File: config.mk
export PLATFORM = sky130hd
export DESIGN_NAME = preamble_crc_frame_receiver_core
export DESIGN_NICKNAME = d
export VERILOG_FILES = /design/src/sv/pcfr_pkg.sv /design/src/sv/pcfr_front.sv /design/src/sv/pcfr_back.sv /design/src/sv/preamble_crc_frame_receiver_core.sv
export SDC_FILE = /design/constraint.sdc
export NUM_CORES = 1
export LEC_CHECK = 0
export BUFFER_PORTS_ARGS = -buffer_cell sky130_fd_sc_hd__buf_2
export CORE_UTILIZATION = 62
export CTS_BUF_LIST = sky130_fd_sc_hd__clkbuf_2 sky130_fd_sc_hd__clkbuf_4 sky130_fd_sc_hd__clkbuf_8
export DETAILED_ROUTE_END_ITERATION = 8
export PLACE_DENSITY_LB_ADDON = 0.3
export SLEW_MARGIN = 40
export SYNTH_ARGS = -nofsm -noshare
export SYNTH_HDL_FRONTEND = slang
export SYNTH_SLANG_ARGS = --single-unit
File: constraint.sdc
create_clock -name clk -period 7.3 [get_ports clk]
set_input_delay 1.095 -clock clk [delete_from_list [all_inputs] [get_ports clk]]
set_output_delay 1.095 -clock clk [all_outputs]
set_load 0.02 [all_outputs]
File: src/sv/pcfr_pkg.sv
`timescale 1ns / 1ps
// shared types, constants and the crc-16/ccitt-false byte update for the frame receiver
// no dependencies; imported by every module of the block

package pcfr_pkg;

  localparam logic [7:0]  PRE_FIRST   = 8'hB0;
  localparam logic [7:0]  PRE_SECOND  = 8'h5E;
  localparam logic [15:0] CRC_POLY    = 16'h1021;
  localparam logic [15:0] CRC_INIT    = 16'hFFFF;
  localparam logic [7:0]  MIN_LEN     = 8'd4;     // length byte below this gives a total under six
  localparam logic [8:0]  MIN_FULL    = 9'd10;
  localparam logic [8:0]  ACK_TOTAL   = 9'd14;
  localparam logic [3:0]  OP_EVENT    = 4'h4;
  localparam logic [3:0]  OP_RESP_8   = 4'h8;
  localparam logic [3:0]  OP_RESP_9   = 4'h9;
  localparam logic [3:0]  OP_RESP_A   = 4'hA;
  localparam logic [15:0] RST_TIMEOUT = 16'd6000;
  localparam logic [7:0]  RST_PROTO   = 8'h10;
  localparam logic [3:0]  RST_VERSION = 4'h0;
  localparam logic [15:0] RST_HB_PROP = 16'h0001;

  localparam int TDATA_OUT_W = 80;
  localparam int TDATA_IN_W  = 8;

  // status codes
  localparam logic [3:0] ST_ACK      = 4'd0;
  localparam logic [3:0] ST_EVENT    = 4'd1;
  localparam logic [3:0] ST_OTHER    = 4'd2;
  localparam logic [3:0] ST_RESP_ERR = 4'd3;
  localparam logic [3:0] ST_CRC_ERR  = 4'd4;
  localparam logic [3:0] ST_SHORT    = 4'd5;
  localparam logic [3:0] ST_PROTO    = 4'd6;
  localparam logic [3:0] ST_BAD_LEN  = 4'd7;
  localparam logic [3:0] ST_TIMEOUT  = 4'd8;

  // configuration register indexes
  localparam logic [1:0] CFG_TIMEOUT  = 2'd0;
  localparam logic [1:0] CFG_PROTOCOL = 2'd1;
  localparam logic [1:0] CFG_VERSION  = 2'd2;
  localparam logic [1:0] CFG_HB_PROP  = 2'd3;

  // input item kind carried on tuser
  localparam logic KIND_BYTE = 1'b0;
  localparam logic KIND_TICK = 1'b1;

  typedef enum logic [3:0] {
    PH_HUNT   = 4'b0001,
    PH_SECOND = 4'b0010,
    PH_LENGTH = 4'b0100,
    PH_BODY   = 4'b1000
  } phase_t;

  // classified item passed from front to back
  typedef struct packed {
    logic       is_tick;
    logic [7:0] rx_byte;
    logic       is_pre1;
    logic       is_pre2;
    logic       len_short;
  } item_t;

  typedef struct packed {
    logic        valid;
    logic [1:0]  index;
    logic [15:0] data;
  } cfg_wr_t;

  typedef struct packed {
    logic [3:0]  status;
    logic        link_up;
    logic [3:0]  frame_operator;
    logic [7:0]  result_code;
    logic [15:0] prop_ident;
    logic [7:0]  value_length;
    logic [31:0] heartbeat_count;
    logic        version_mismatch;
  } result_t;

  function automatic logic [15:0] crc_byte(input logic [15:0] crc_in, input logic [7:0] b);
    logic [15:0] c;
    c = crc_in ^ {b, 8'h00};
    for (int i = 0; i < 8; i++) begin
      if (c[15]) begin
        c = {c[14:0], 1'b0} ^ CRC_POLY;
      end else begin
        c = {c[14:0], 1'b0};
      end
    end
    return c;
  endfunction

  function automatic logic [TDATA_OUT_W-1:0] pack_result(input result_t r);
    return {6'b0, r.version_mismatch, r.heartbeat_count, r.value_length, r.prop_ident,
            r.result_code, r.frame_operator, r.link_up, r.status};
  endfunction

  // inverse of pack_result, first field in the lowest bits
  function automatic result_t unpack_result(input logic [TDATA_OUT_W-1:0] d);
    result_t r;
    r.status           = d[3:0];
    r.link_up          = d[4];
    r.frame_operator   = d[8:5];
    r.result_code      = d[16:9];
    r.prop_ident       = d[32:17];
    r.value_length     = d[40:33];
    r.heartbeat_count  = d[72:41];
    r.version_mismatch = d[73];
    return r;
  endfunction

endpackage

File: src/sv/pcfr_front.sv
`timescale 1ns / 1ps
// front end: accepts input beats, classifies them and queues them for the back end
// depends on pcfr_pkg

module pcfr_front #(
  parameter int DEPTH = 2
) (
  input  logic                               clk,
  input  logic                               rst,
  input  logic                               in_valid,
  output logic                               in_ready,
  input  logic                               in_kind,
  input  logic [pcfr_pkg::TDATA_IN_W-1:0]    in_byte,
  output logic                               q_valid,
  output pcfr_pkg::item_t                    q_item,
  input  logic                               q_pop
);
  import pcfr_pkg::*;

  localparam int PW = (DEPTH > 1) ? $clog2(DEPTH) : 1;
  localparam int CW = $clog2(DEPTH + 1);
  localparam logic [PW-1:0] LAST_SLOT = PW'(DEPTH - 1);
  localparam logic [CW-1:0] FULL_CNT  = CW'(DEPTH);

  item_t          slots [DEPTH];
  logic [PW-1:0]  wr_ptr;
  logic [PW-1:0]  rd_ptr;
  logic [CW-1:0]  count;
  item_t          cls;
  logic           push;

  always_comb begin
    cls.is_tick   = (in_kind == KIND_TICK);
    cls.rx_byte   = in_byte;
    cls.is_pre1   = (in_byte == PRE_FIRST);
    cls.is_pre2   = (in_byte == PRE_SECOND);
    cls.len_short = (in_byte < MIN_LEN);
  end

  assign in_ready = (count != FULL_CNT);
  assign push     = in_valid && in_ready;
  assign q_valid  = (count != '0);
  assign q_item   = slots[rd_ptr];

  always_ff @(posedge clk) begin
    if (push) begin
      slots[wr_ptr] <= cls;
    end
  end

  always_ff @(posedge clk) begin
    if (rst) begin
      wr_ptr <= '0;
      rd_ptr <= '0;
      count  <= '0;
    end else begin
      if (push) begin
        wr_ptr <= (wr_ptr == LAST_SLOT) ? '0 : wr_ptr + 1'b1;
      end
      if (q_pop) begin
        rd_ptr <= (rd_ptr == LAST_SLOT) ? '0 : rd_ptr + 1'b1;
      end
      if (push && !q_pop) begin
        count <= count + 1'b1;
      end else if (!push && q_pop) begin
        count <= count - 1'b1;
      end
    end
  end

  a_count_bound: assert property (@(posedge clk) disable iff (rst) count <= FULL_CNT)
    else $error("queue count over depth");
  a_no_pop_empty: assert property (@(posedge clk) disable iff (rst) q_pop |-> q_valid)
    else $error("pop from empty queue");
  a_push_count: assert property (@(posedge clk) disable iff (rst)
      (push && !q_pop) |=> (count == $past(count) + 1'b1))
    else $error("push lost");

endmodule

File: src/sv/pcfr_back.sv
`timescale 1ns / 1ps
// back end: frame hunt, crc check, classification, link supervision and output register
// depends on pcfr_pkg; fed by pcfr_front

module pcfr_back (
  input  logic                               clk,
  input  logic                               rst,
  input  pcfr_pkg::cfg_wr_t                  cfg_wr,
  input  logic                               q_valid,
  input  pcfr_pkg::item_t                    q_item,
  output logic                               q_pop,
  output logic                               out_valid,
  input  logic                               out_ready,
  output logic [pcfr_pkg::TDATA_OUT_W-1:0]   out_data
);
  import pcfr_pkg::*;

  logic [15:0] link_timeout_ticks;
  logic [7:0]  expected_protocol;
  logic [3:0]  expected_version;
  logic [15:0] heartbeat_property;

  phase_t      phase, phase_next;
  logic [8:0]  frame_total, frame_total_next;
  logic [8:0]  byte_index, byte_index_next;
  logic [15:0] crc, crc_next;
  logic [7:0]  hdr_protocol, hdr_protocol_next;
  logic [7:0]  hdr_opver, hdr_opver_next;
  logic [7:0]  hdr_result, hdr_result_next;
  logic [15:0] hdr_property, hdr_property_next;
  logic [31:0] value_shift, value_shift_next;
  logic        link, link_next;
  logic [15:0] ticks, ticks_next;

  logic [15:0] crc_upd;
  logic [15:0] ticks_inc;
  logic [8:0]  idx_inc;
  logic [3:0]  op;
  logic        emit;
  result_t     res;
  result_t     out_res;

  assign q_pop   = q_valid && (!out_valid || out_ready);
  assign crc_upd = crc_byte(crc, q_item.rx_byte);
  assign op      = hdr_opver[3:0];
  assign out_res = unpack_result(out_data);

  always_comb begin
    phase_next        = phase;
    frame_total_next  = frame_total;
    byte_index_next   = byte_index;
    crc_next          = crc;
    hdr_protocol_next = hdr_protocol;
    hdr_opver_next    = hdr_opver;
    hdr_result_next   = hdr_result;
    hdr_property_next = hdr_property;
    value_shift_next  = value_shift;
    link_next         = link;
    ticks_next        = ticks;
    emit              = 1'b0;
    res               = '0;
    ticks_inc         = (ticks != 16'hFFFF) ? ticks + 16'd1 : ticks;
    idx_inc           = byte_index + 9'd1;

    if (q_pop) begin
      if (q_item.is_tick) begin
        ticks_next = ticks_inc;
        if (link && (ticks_inc > link_timeout_ticks)) begin
          link_next  = 1'b0;
          emit       = 1'b1;
          res.status = ST_TIMEOUT;
        end
      end else begin
        unique case (phase)
          PH_SECOND: begin
            if (q_item.is_pre2) begin
              crc_next   = crc_upd;
              phase_next = PH_LENGTH;
            end else if (q_item.is_pre1) begin
              crc_next   = crc_byte(CRC_INIT, q_item.rx_byte);
              phase_next = PH_SECOND;
            end else begin
              crc_next   = CRC_INIT;
              phase_next = PH_HUNT;
            end
          end
          PH_LENGTH: begin
            if (q_item.len_short) begin
              // rejected length byte restarts the hunt at itself
              if (q_item.is_pre1) begin
                crc_next   = crc_byte(CRC_INIT, q_item.rx_byte);
                phase_next = PH_SECOND;
              end else begin
                crc_next   = CRC_INIT;
                phase_next = PH_HUNT;
              end
              emit        = 1'b1;
              res.status  = ST_BAD_LEN;
              res.link_up = link;
            end else begin
              crc_next          = crc_upd;
              frame_total_next  = {1'b0, q_item.rx_byte} + 9'd2;
              byte_index_next   = 9'd3;
              hdr_protocol_next = '0;
              hdr_opver_next    = '0;
              hdr_result_next   = '0;
              hdr_property_next = '0;
              value_shift_next  = '0;
              phase_next        = PH_BODY;
            end
          end
          PH_BODY: begin
            crc_next        = crc_upd;
            byte_index_next = idx_inc;
            case (byte_index)
              9'd3: hdr_protocol_next = q_item.rx_byte;
              9'd4: hdr_opver_next = q_item.rx_byte;
              9'd5: hdr_result_next = q_item.rx_byte;
              9'd6: hdr_property_next = {q_item.rx_byte, 8'h00};
              9'd7: hdr_property_next = {hdr_property[15:8], q_item.rx_byte};
              default: begin
                if (({1'b0, byte_index} + 10'd2) < {1'b0, frame_total}) begin
                  value_shift_next = {value_shift[23:0], q_item.rx_byte};
                end
              end
            endcase
            if (idx_inc >= frame_total) begin
              // last frame beat: crc includes this byte; headers are settled unless the frame is short
              phase_next = PH_HUNT;
              crc_next   = CRC_INIT;
              emit       = 1'b1;
              if (crc_upd != 16'h0000) begin
                res.status = ST_CRC_ERR;
              end else if (frame_total < MIN_FULL) begin
                res.status = ST_SHORT;
              end else if (hdr_protocol != expected_protocol) begin
                res.status = ST_PROTO;
              end else if ((hdr_property == heartbeat_property) && (op == OP_RESP_A) &&
                           (hdr_result == 8'h00) && (frame_total == ACK_TOTAL)) begin
                res.status = ST_ACK;
                link_next  = 1'b1;
                ticks_next = 16'd0;
              end else if ((op == OP_RESP_8 || op == OP_RESP_9 || op == OP_RESP_A) &&
                           (hdr_result != 8'h00)) begin
                res.status = ST_RESP_ERR;
              end else if (op == OP_EVENT) begin
                res.status = ST_EVENT;
              end else begin
                res.status = ST_OTHER;
              end
              res.link_up = link_next;
              if (res.status <= ST_RESP_ERR) begin
                res.frame_operator   = op;
                res.result_code      = hdr_result;
                res.prop_ident       = hdr_property;
                res.value_length     = frame_total[7:0] - 8'd10;
                res.version_mismatch = (hdr_opver[7:4] != expected_version);
              end
              if (res.status == ST_ACK) begin
                res.heartbeat_count = value_shift;
              end
            end
          end
          default: begin
            if (q_item.is_pre1) begin
              crc_next   = crc_byte(CRC_INIT, q_item.rx_byte);
              phase_next = PH_SECOND;
            end else begin
              crc_next   = CRC_INIT;
              phase_next = PH_HUNT;
            end
          end
        endcase
      end
    end
  end

  always_ff @(posedge clk) begin
    if (rst) begin
      link_timeout_ticks <= RST_TIMEOUT;
      expected_protocol  <= RST_PROTO;
      expected_version   <= RST_VERSION;
      heartbeat_property <= RST_HB_PROP;
    end else if (cfg_wr.valid) begin
      unique case (cfg_wr.index)
        CFG_TIMEOUT:  link_timeout_ticks <= cfg_wr.data;
        CFG_PROTOCOL: expected_protocol  <= cfg_wr.data[7:0];
        CFG_VERSION:  expected_version   <= cfg_wr.data[3:0];
        CFG_HB_PROP:  heartbeat_property <= cfg_wr.data;
        default: ;
      endcase
    end
  end

  always_ff @(posedge clk) begin
    if (rst) begin
      phase       <= PH_HUNT;
      frame_total <= '0;
      byte_index  <= '0;
      crc         <= CRC_INIT;
      link        <= 1'b0;
      ticks       <= '0;
      out_valid   <= 1'b0;
    end else begin
      phase       <= phase_next;
      frame_total <= frame_total_next;
      byte_index  <= byte_index_next;
      crc         <= crc_next;
      link        <= link_next;
      ticks       <= ticks_next;
      if (q_pop && emit) begin
        out_valid <= 1'b1;
      end else if (out_ready) begin
        out_valid <= 1'b0;
      end
    end
  end

  always_ff @(posedge clk) begin
    hdr_protocol <= hdr_protocol_next;
    hdr_opver    <= hdr_opver_next;
    hdr_result   <= hdr_result_next;
    hdr_property <= hdr_property_next;
    value_shift  <= value_shift_next;
    if (q_pop && emit) begin
      out_data <= pack_result(res);
    end
  end

  a_ack_link: assert property (@(posedge clk) disable iff (rst)
      (out_valid && out_res.status == ST_ACK) |-> out_res.link_up)
    else $error("heartbeat ack without link up");
  a_timeout_link: assert property (@(posedge clk) disable iff (rst)
      (out_valid && out_res.status == ST_TIMEOUT) |-> !out_res.link_up)
    else $error("timeout with link up");
  a_count_ack_only: assert property (@(posedge clk) disable iff (rst)
      (out_valid && out_res.status != ST_ACK) |-> (out_res.heartbeat_count == 32'd0))
    else $error("heartbeat count on non-ack result");
  a_hunt_crc: assert property (@(posedge clk) (phase == PH_HUNT) |-> (crc == CRC_INIT))
    else $error("crc not at init while hunting");
  a_link_rise: assert property (@(posedge clk) disable iff (rst)
      $rose(link) |-> (out_valid && out_res.status == ST_ACK))
    else $error("link raised without ack result");

endmodule

File: src/sv/preamble_crc_frame_receiver_core.sv
`timescale 1ns / 1ps
// an accepted beat waits in a queue slot, then its result is registered onto m_axis
// throughput: one beat (byte or tick) per cycle unless m_axis stalls; the crc byte update
// and frame state advance once per cycle in the back end, fed from a QUEUE_DEPTH-entry queue
// reset (rst, synchronous): hunt restarts, link down, tick count zero, registers at defaults
// top level of the framed receiver; depends on pcfr_pkg, pcfr_front and pcfr_back

module preamble_crc_frame_receiver_core #(
  parameter int QUEUE_DEPTH = 2
) (
  input  logic                               clk,
  input  logic                               rst,
  input  logic                               s_axis_tvalid,
  output logic                               s_axis_tready,
  input  logic [pcfr_pkg::TDATA_IN_W-1:0]    s_axis_tdata,   // rx_byte
  input  logic                               s_axis_tuser,   // item kind, byte or tick
  output logic                               m_axis_tvalid,
  input  logic                               m_axis_tready,
  // status, link_up, frame_operator, result_code, property id, value_length,
  // heartbeat_count, version_mismatch, zero fill
  output logic [pcfr_pkg::TDATA_OUT_W-1:0]   m_axis_tdata,
  input  logic                               cfg_valid,
  output logic                               cfg_ready,
  input  logic [1:0]                         cfg_index,
  input  logic [15:0]                        cfg_data
);
  import pcfr_pkg::*;

  logic    q_valid;
  logic    q_pop;
  item_t   q_item;
  cfg_wr_t cfg_wr;

  assign cfg_ready    = 1'b1;
  assign cfg_wr.valid = cfg_valid;
  assign cfg_wr.index = cfg_index;
  assign cfg_wr.data  = cfg_data;

  pcfr_front #(
    .DEPTH (QUEUE_DEPTH)
  ) u_front (
    .clk      (clk),
    .rst      (rst),
    .in_valid (s_axis_tvalid),
    .in_ready (s_axis_tready),
    .in_kind  (s_axis_tuser),
    .in_byte  (s_axis_tdata),
    .q_valid  (q_valid),
    .q_item   (q_item),
    .q_pop    (q_pop)
  );

  pcfr_back u_back (
    .clk       (clk),
    .rst       (rst),
    .cfg_wr    (cfg_wr),
    .q_valid   (q_valid),
    .q_item    (q_item),
    .q_pop     (q_pop),
    .out_valid (m_axis_tvalid),
    .out_ready (m_axis_tready),
    .out_data  (m_axis_tdata)
  );

endmodule

# After elaboration in Yosys (flattened, before gate mapping)
# Memories as Yosys holds them, arrays and structs flattened. A register that Yosys moved wholly into a read port is not among the register bits.
# Index checks and enable logic that the tools add are counted.
[word_totals] ram_bits=24 n_memories=1 in_bits=32 wordCells=369 register_bits=250
[op_classes] n_mux=204 n_lt_le_gt_ge=6 bitwise=39 n_reduce_logical=49 n_eq_ne=37 add_sub_neg=9
[memory_table] memory="u_front.slots" depth=2 width=12 rd=1 rd_clocked_by_memory_dff=1 wr=1 line_no="pcfr_front.sv:25" text="item_t slots [DEPTH];"
[op_table] operator="$mux 16" n=111
[op_table] operator="$mux 13" n=30
[op_table] operator="$mux 32" n=4
[op_table] operator="$not 3->3" n=30
[op_table] operator="$mux 74" n=1
[op_table] operator="$pmux 16 s2" n=2
[op_table] operator="$pmux 32 s2" n=1
[op_table] operator="$mux 4" n=15
[op_table] operator="$pmux 16 s3" n=1
[op_table] operator="$pmux 8 s2" n=3
[op_table] operator="$eq 9x3->1 const B" n=4
[op_table] operator="$mux 36" n=1
[op_table] operator="$mux 8" n=4
[op_table] operator="$mux 1" n=22
[op_table] operator="$ne 2x2->1 const B" n=11
[op_table] operator="$reduce_and 5->1" n=4
[op_table] operator="$pmux 9 s2" n=1
[op_table] operator="$add 16x1->16 const B" n=1
[op_table] operator="$eq 16x16->1" n=1
[op_table] operator="$eq 4x4->1 const B" n=4
[op_table] operator="$gt 16x16->1" n=1
[op_table] operator="$ne 16x16->1 const B" n=1
[op_table] operator="$not 16->16" n=1
[op_table] operator="$reduce_bool 16->1" n=1
[op_table] operator="other kinds (47)" n=89

# Depth between registers and ports, before layout
[depth] ltp_word=55 mapped_depth=16

# Hierarchy
# Synthesis repeated with hierarchy kept, for this count alone.
[hier_totals] hier_cells=1235 hier_area_um2=13188.9
[modules_own_cells] mod="pcfr_back" area_per_inst_um2=12046.6 seq_area_each_um2=6386.1 cells_each=1165 instances=1
[modules_own_cells] mod="pcfr_front" area_per_inst_um2=1131.1 seq_area_each_um2=820.8 cells_each=68 instances=1
[modules_own_cells] mod="preamble_crc_frame_receiver_core" area_per_inst_um2=11.3 seq_area_each_um2=0.0 cells_each=2 instances=1

# Least setup slack after synthesis
# OpenSTA, ideal clock, no wires.
[synth_path] path_kind="register to register" start="register u_back.ticks[0]" end="register u_back.out_data[0] in the netlist's numbering (enable)" path_slack_ps=2182 arrival_time_ps=4364 period_less_slack_ps=5118 required_time_ps=6546 setup_time_ps=754 path_stages_with_launch=15 path_cell_list="dfxtp_1 -> ha_1 -> nand3_1 -> nor4_1 -> nand3_1 -> nand2_1 -> nand2_1 -> ha_1 -> nor2b_1 -> o21a_1 -> o21ai_0 -> a21oi_1 -> o311ai_0 -> a21boi_0 -> nand2_1"
[synth_between] elab_chain_cells=8 elab_cells_between_ends=9 cone_classes="add/sub (1); order compare (1); eq/ne (1); mux (4); reduce/logical (2)"
[synth_rtl] item="start: declaration" line_no="pcfr_back.sv:33" text="logic [15:0] ticks, ticks_next;"
[synth_rtl] item="start signal: assignment" line_no="pcfr_back.sv:210" text="ticks <= ticks_next;"
[synth_rtl] item="$add 16x1->16 / $ne 16x16->1 (equally long branches)" line_no="pcfr_back.sv:62" text="ticks_inc = (ticks != 16'hFFFF) ? ticks + 16'd1 : ticks;"
[synth_rtl] item="$mux 16 *" line_no="pcfr_back.sv:62"
[synth_rtl] item="$gt 16x16->1 *" line_no="pcfr_back.sv:68" text="if (link && (ticks_inc > link_timeout_ticks)) begin"
[synth_rtl] item="$logic_and 1x1->1 *" line_no="pcfr_back.sv:68"
[synth_rtl] item="$mux 1 *" line_no="pcfr_back.sv:68"
[synth_rtl] item="$mux 1 *" line_no="pcfr_back.sv:66" text="if (q_item.is_tick) begin"
[synth_rtl] item="$mux 1 *" line_no="pcfr_back.sv:65" text="if (q_pop) begin"
[synth_rtl] item="$logic_and 1x1->1 *" line_no="pcfr_back.sv:225" text="if (q_pop && emit) begin"
[synth_rtl] item="end signal: assignment" line_no="pcfr_back.sv:226" text="out_data <= pack_result(res);"
[synth_rtl] item="end: declaration" line_no="pcfr_back.sv:14" text="output logic [pcfr_pkg::TDATA_OUT_W-1:0] out_data"
# Every way passes the cells marked *; elsewhere a longest branch is shown, timed or not.
# A chain may end at the register's enable or synchronous reset.

# Worst setup path after layout
[layout_path] start="register u_back.ticks[0]" end="register u_back.out_data[46] in the netlist's numbering (enable)"
# The elaborated chain is that of the path after synthesis.

==> impl_metrics.env <==
export IMPL_yosysWarningCount=0
export IMPL_die_footprint_um2=22500
export IMPL_dieWidth_um=150
export IMPL_max_clock_path_buffers=3
export IMPL_post_synth_and_or_nand_nor_area_fraction_pct=18.9
export IMPL_dp_hpwl_um=20600
export IMPL_flow_area_growth_from_synthesis_pct=11.2
export IMPL_synth_top_family_by_area="simple AND/OR/NAND/NOR gates"
export IMPL_slew_limit_headroom_pct=45.6
export IMPL_final_core_utilization_pct=71.0
export IMPL_grt_first_pass_wirelength_um=46700
export IMPL_postCtsHoldBufs=0
export IMPL_dr_total_vias=9786
export IMPL_synth_area_leader_cell="sky130_fd_sc_hd__edfxtp_1"
export IMPL_synthAdderAreaFrac_pct=3.96
export IMPL_drt_pass1_iter_count=7
export IMPL_synth_async_reset_ratio_pct=0
export IMPL_synth_top_cell_area_share_pct=37.6
export IMPL_syn_cell_area_um2=13600
export IMPL_synth_compound_area_share_pct=9.81
export IMPL_vdd_ir_drop_worst_mv=0.274
export IMPL_first_global_vias=8924
export IMPL_coreArea_um2=21300
export IMPL_cts_max_level=2
export IMPL_grt_antenna_before_repair=0
export IMPL_timing_critical_path_from_type="register"
export IMPL_path_cells="ha_1 -> nand3_1 -> nor4_1 -> nand3_1 -> nand2_1 -> nand2_1 -> ha_1 -> nor2b_1 -> o21a_1 -> o21ai_0 -> a21oi_1 -> o311ai_0 -> a21boi_1 -> nand2_8"
export IMPL_starting_density_of_the_core_pct=63.9
export IMPL_slew_violations=0
export IMPL_post_synth_xor_area_fraction_pct=6.31
export IMPL_timing_hold_worst_class="register to register"
export IMPL_globalRoute_totalOverflow=0
export IMPL_detail_route_iter0_violations=850
export IMPL_layout_nets=1444
export IMPL_postCtsSetupBuffers=0
export IMPL_critical_path_max_fanout=74
export IMPL_chipHeight_um=150
export IMPL_arrival_ns=4.79
export IMPL_power_total_w=0.00381
export IMPL_final_period_utilization_pct=63.7
export IMPL_fin_crit_ns=4.65
export IMPL_mean_instance_size_in_the_synthesized_netlist_um2=10.6
export IMPL_final_hold_violation_count=0
export IMPL_postSynthCellCount=1277
export IMPL_overall_global_routing_usage_pct=26.7
export IMPL_wirelength_um=29900
export IMPL_yosysSeqAreaShare_pct=53.0
export IMPL_cts_resized_gates=0
export IMPL_clock_skew_final_ns=0.0266
export IMPL_ys_seq_elements=275
export IMPL_yosysUniqueCellTypes=71
export IMPL_cts_inserted_buffers=44
export IMPL_total_of_endpoints_with_negative_setup_slack_in_the_final_report=0
export IMPL_rsz0062_at_grt="no"
export IMPL_route_antenna_remaining_nets=0
export IMPL_detail_route_vias_per_cell=5.83
export IMPL_clock_tree_root_cell="sky130_fd_sc_hd__clkbuf_8"
export IMPL_ys_flop_type="sky130_fd_sc_hd__edfxtp_1"
export IMPL_clock_insertion_delay_worst_skew_ns=0.57
export IMPL_power_leakage_nw=5.68
export IMPL_path_clk_slew_ns=0.06
export IMPL_diodes=0
export IMPL_io_pin_count=115
export IMPL_worst_slew_pin_transition_ns=0.816
export IMPL_drive_above_1_share_pct=18.3
export IMPL_synth_top_cells_by_area="sky130_fd_sc_hd__edfxtp_1 38%, sky130_fd_sc_hd__dfxtp_1 15%, sky130_fd_sc_hd__ha_1 4.0%"
export IMPL_tritoncts="yes"
export IMPL_setup_worst_path_end_class="register"
export IMPL_placer_s_final_routability_congestion_estimate=0.906
export IMPL_power_density_nw_per_um2=252
export IMPL_io_buffer_count=107
export IMPL_drc=0
export IMPL_maxClockFrequency_ghz=0.215
export IMPL_pin_count_of_the_biggest_net_entering_global_routing=77
export IMPL_worst_endpoint_required_ns=7.44
export IMPL_clock_sink_count=275
export IMPL_setup_worst_path_class="register to register"
export IMPL_placementRows=53
export IMPL_timing_max_cap_violations=0
export IMPL_synth_enable_flop_cells=170
export IMPL_routed_wire_length_per_instance_um=17.8
export IMPL_setup_tns_ns=0
export IMPL_run_status="finished, final reports clean"
export IMPL_critPathMaxStageDelay_ns=0.54
export IMPL_muxShareOfSynthArea_pct=3.87
export IMPL_crit_slowest_cell="sky130_fd_sc_hd__a21boi_1"
[registers in the layout (all words and copies together), names as in the netlist, 2 cells and up, named ones only]
register                   flops
u_back.expected_protocol       8
u_back.value_shift            32
u_back.hdr_opver               8
u_back.hdr_result              8
u_back.expected_version        4
u_back.out_data               74
u_back.frame_total             9
u_front.count                  2
u_back.phase                   4
u_back.link_timeout_ticks     16
u_back.ticks                  16
u_front.slots                 24
u_back.heartbeat_property     16
u_back.crc                    16
u_back.hdr_protocol            8
u_back.hdr_property           16
u_back.byte_index              9
[critical path: cells and delay by family, from the launching register on]
family	cells	cell delay, ns
flops	1	0.46
compound gates	5	1.24
fa+ha+maj	2	0.53
simple gates	7	1.94
[cell families (layout without fill, tap and decap cells)]
family          after synthesis  after routing
fa+ha+maj                    43             43
flops                       275            275
simple gates                477            477
compound gates              212            212
xor+xnor                     98             98
buf+inv                     120            243
mux                          50             50
other cells                   2              7
[Yosys cell counts, drive strengths merged, types with 2 or more instances]
master,instances
mux2,14
or3b,2
clkbuf,43
a32o,2
nor4,13
a22oi,15
or4,6
and3,15
o21ai,48
nand3b,5
a2bb2oi,2
nand4,14
xnor2,50
ha,43
a211oi,5
or3,6
nand3,29
a211o,3
nor3,32
o32a,3
o211ai,8
o31ai,2
nand2,133
o21a,12
mux2i,36
xor2,48
edfxtp,170
buf,31
and4,5
nor2b,10
a21o,9
dfxtp,105
a21oi,70
nor2,104
nor3b,34
inv,45
o2bb2ai,2
o22ai,14
nand2b,9
a31oi,7
and2,55
or2,2
conb,2
[cell usage in the layout (no fill, tap or decap), drive strengths merged, types with 14 or more instances in the layout]
cell and count:
a21oi 70, buf 115, and2 55, mux2 14
nand2 133, xor2 48, clkinv 20, nor3 32
ha 43, nor3b 34, nand3 29, dfxtp 105
a22oi 15, inv 48, nand4 14, o21ai 48
xnor2 50, mux2i 36, o22ai 14, clkbuf 60
and3 15, edfxtp 170, nor2 104
[final cells by class]
type                    instances  area [um2]
flip-flops and latches        275        7210
fillers                      1518        6160
well taps                     275         344
multi-input cells             887        5940
clock buffers                  60         751
repair buffers                115         599
clock inverters                22         110
inverters                      46         173
[report_power, final]
part	total, W	internal (W)	leakage (nW)	switching, W
Sequential	0.00176	0.00170	2.43	0.0000631
Combinational	0.000755	0.000303	2.79	0.000452
Clock	0.00129	0.000675	0.467	0.000614
[per-layer routing]
| metal | up-vias | global-route usage, % | share of wire (%) |
|---|---|---|---|
| li1 | 4724 | - | - |
| met1 | 4618 | 36.7 | 43 |
| met2 | 377 | 42.5 | 47 |
| met3 | 67 | 4.42 | 7.1 |
| met4 | 0 | 10.1 | 2.9 |
| met5 | - | 0 | 0 |
[worst paths after layout]
check / from / to / slack, ns / cells after the start
max: u_back.ticks[0]$_SDFFE_PP0P_ / u_back.out_data[46]$_SDFFCE_PP0P_ / 2.65 / 14
min: u_back.link_timeout_ticks[13]$_SDFFE_PP0P_ / u_back.link_timeout_ticks[13]$_SDFFE_PP0P_ / 0.46 / 2
max reg2reg: u_back.ticks[0]$_SDFFE_PP0P_ / u_back.out_data[46]$_SDFFCE_PP0P_ / 2.65 / 14
min reg2reg: u_back.link_timeout_ticks[13]$_SDFFE_PP0P_ / u_back.link_timeout_ticks[13]$_SDFFE_PP0P_ / 0.46 / 2
[through the flow]
step / hold WS [ns] / area, um2 / instances / setup WS [ns]
after detailed placement: 0.452 / 14200 / 1598 / 2.41
final: 0.461 / 15100 / 1680 / 2.65
after CTS: 0.462 / 15100 / 1680 / 2.38
after global placement: 0.443 / 14200 / 1598 / 2.52
after global routing: 0.481 / 15100 / 1680 / 2.25
after floorplan: 0.436 / 13600 / 1282 / 2.18
Note: power is estimated with default switching activity, not from simulation.
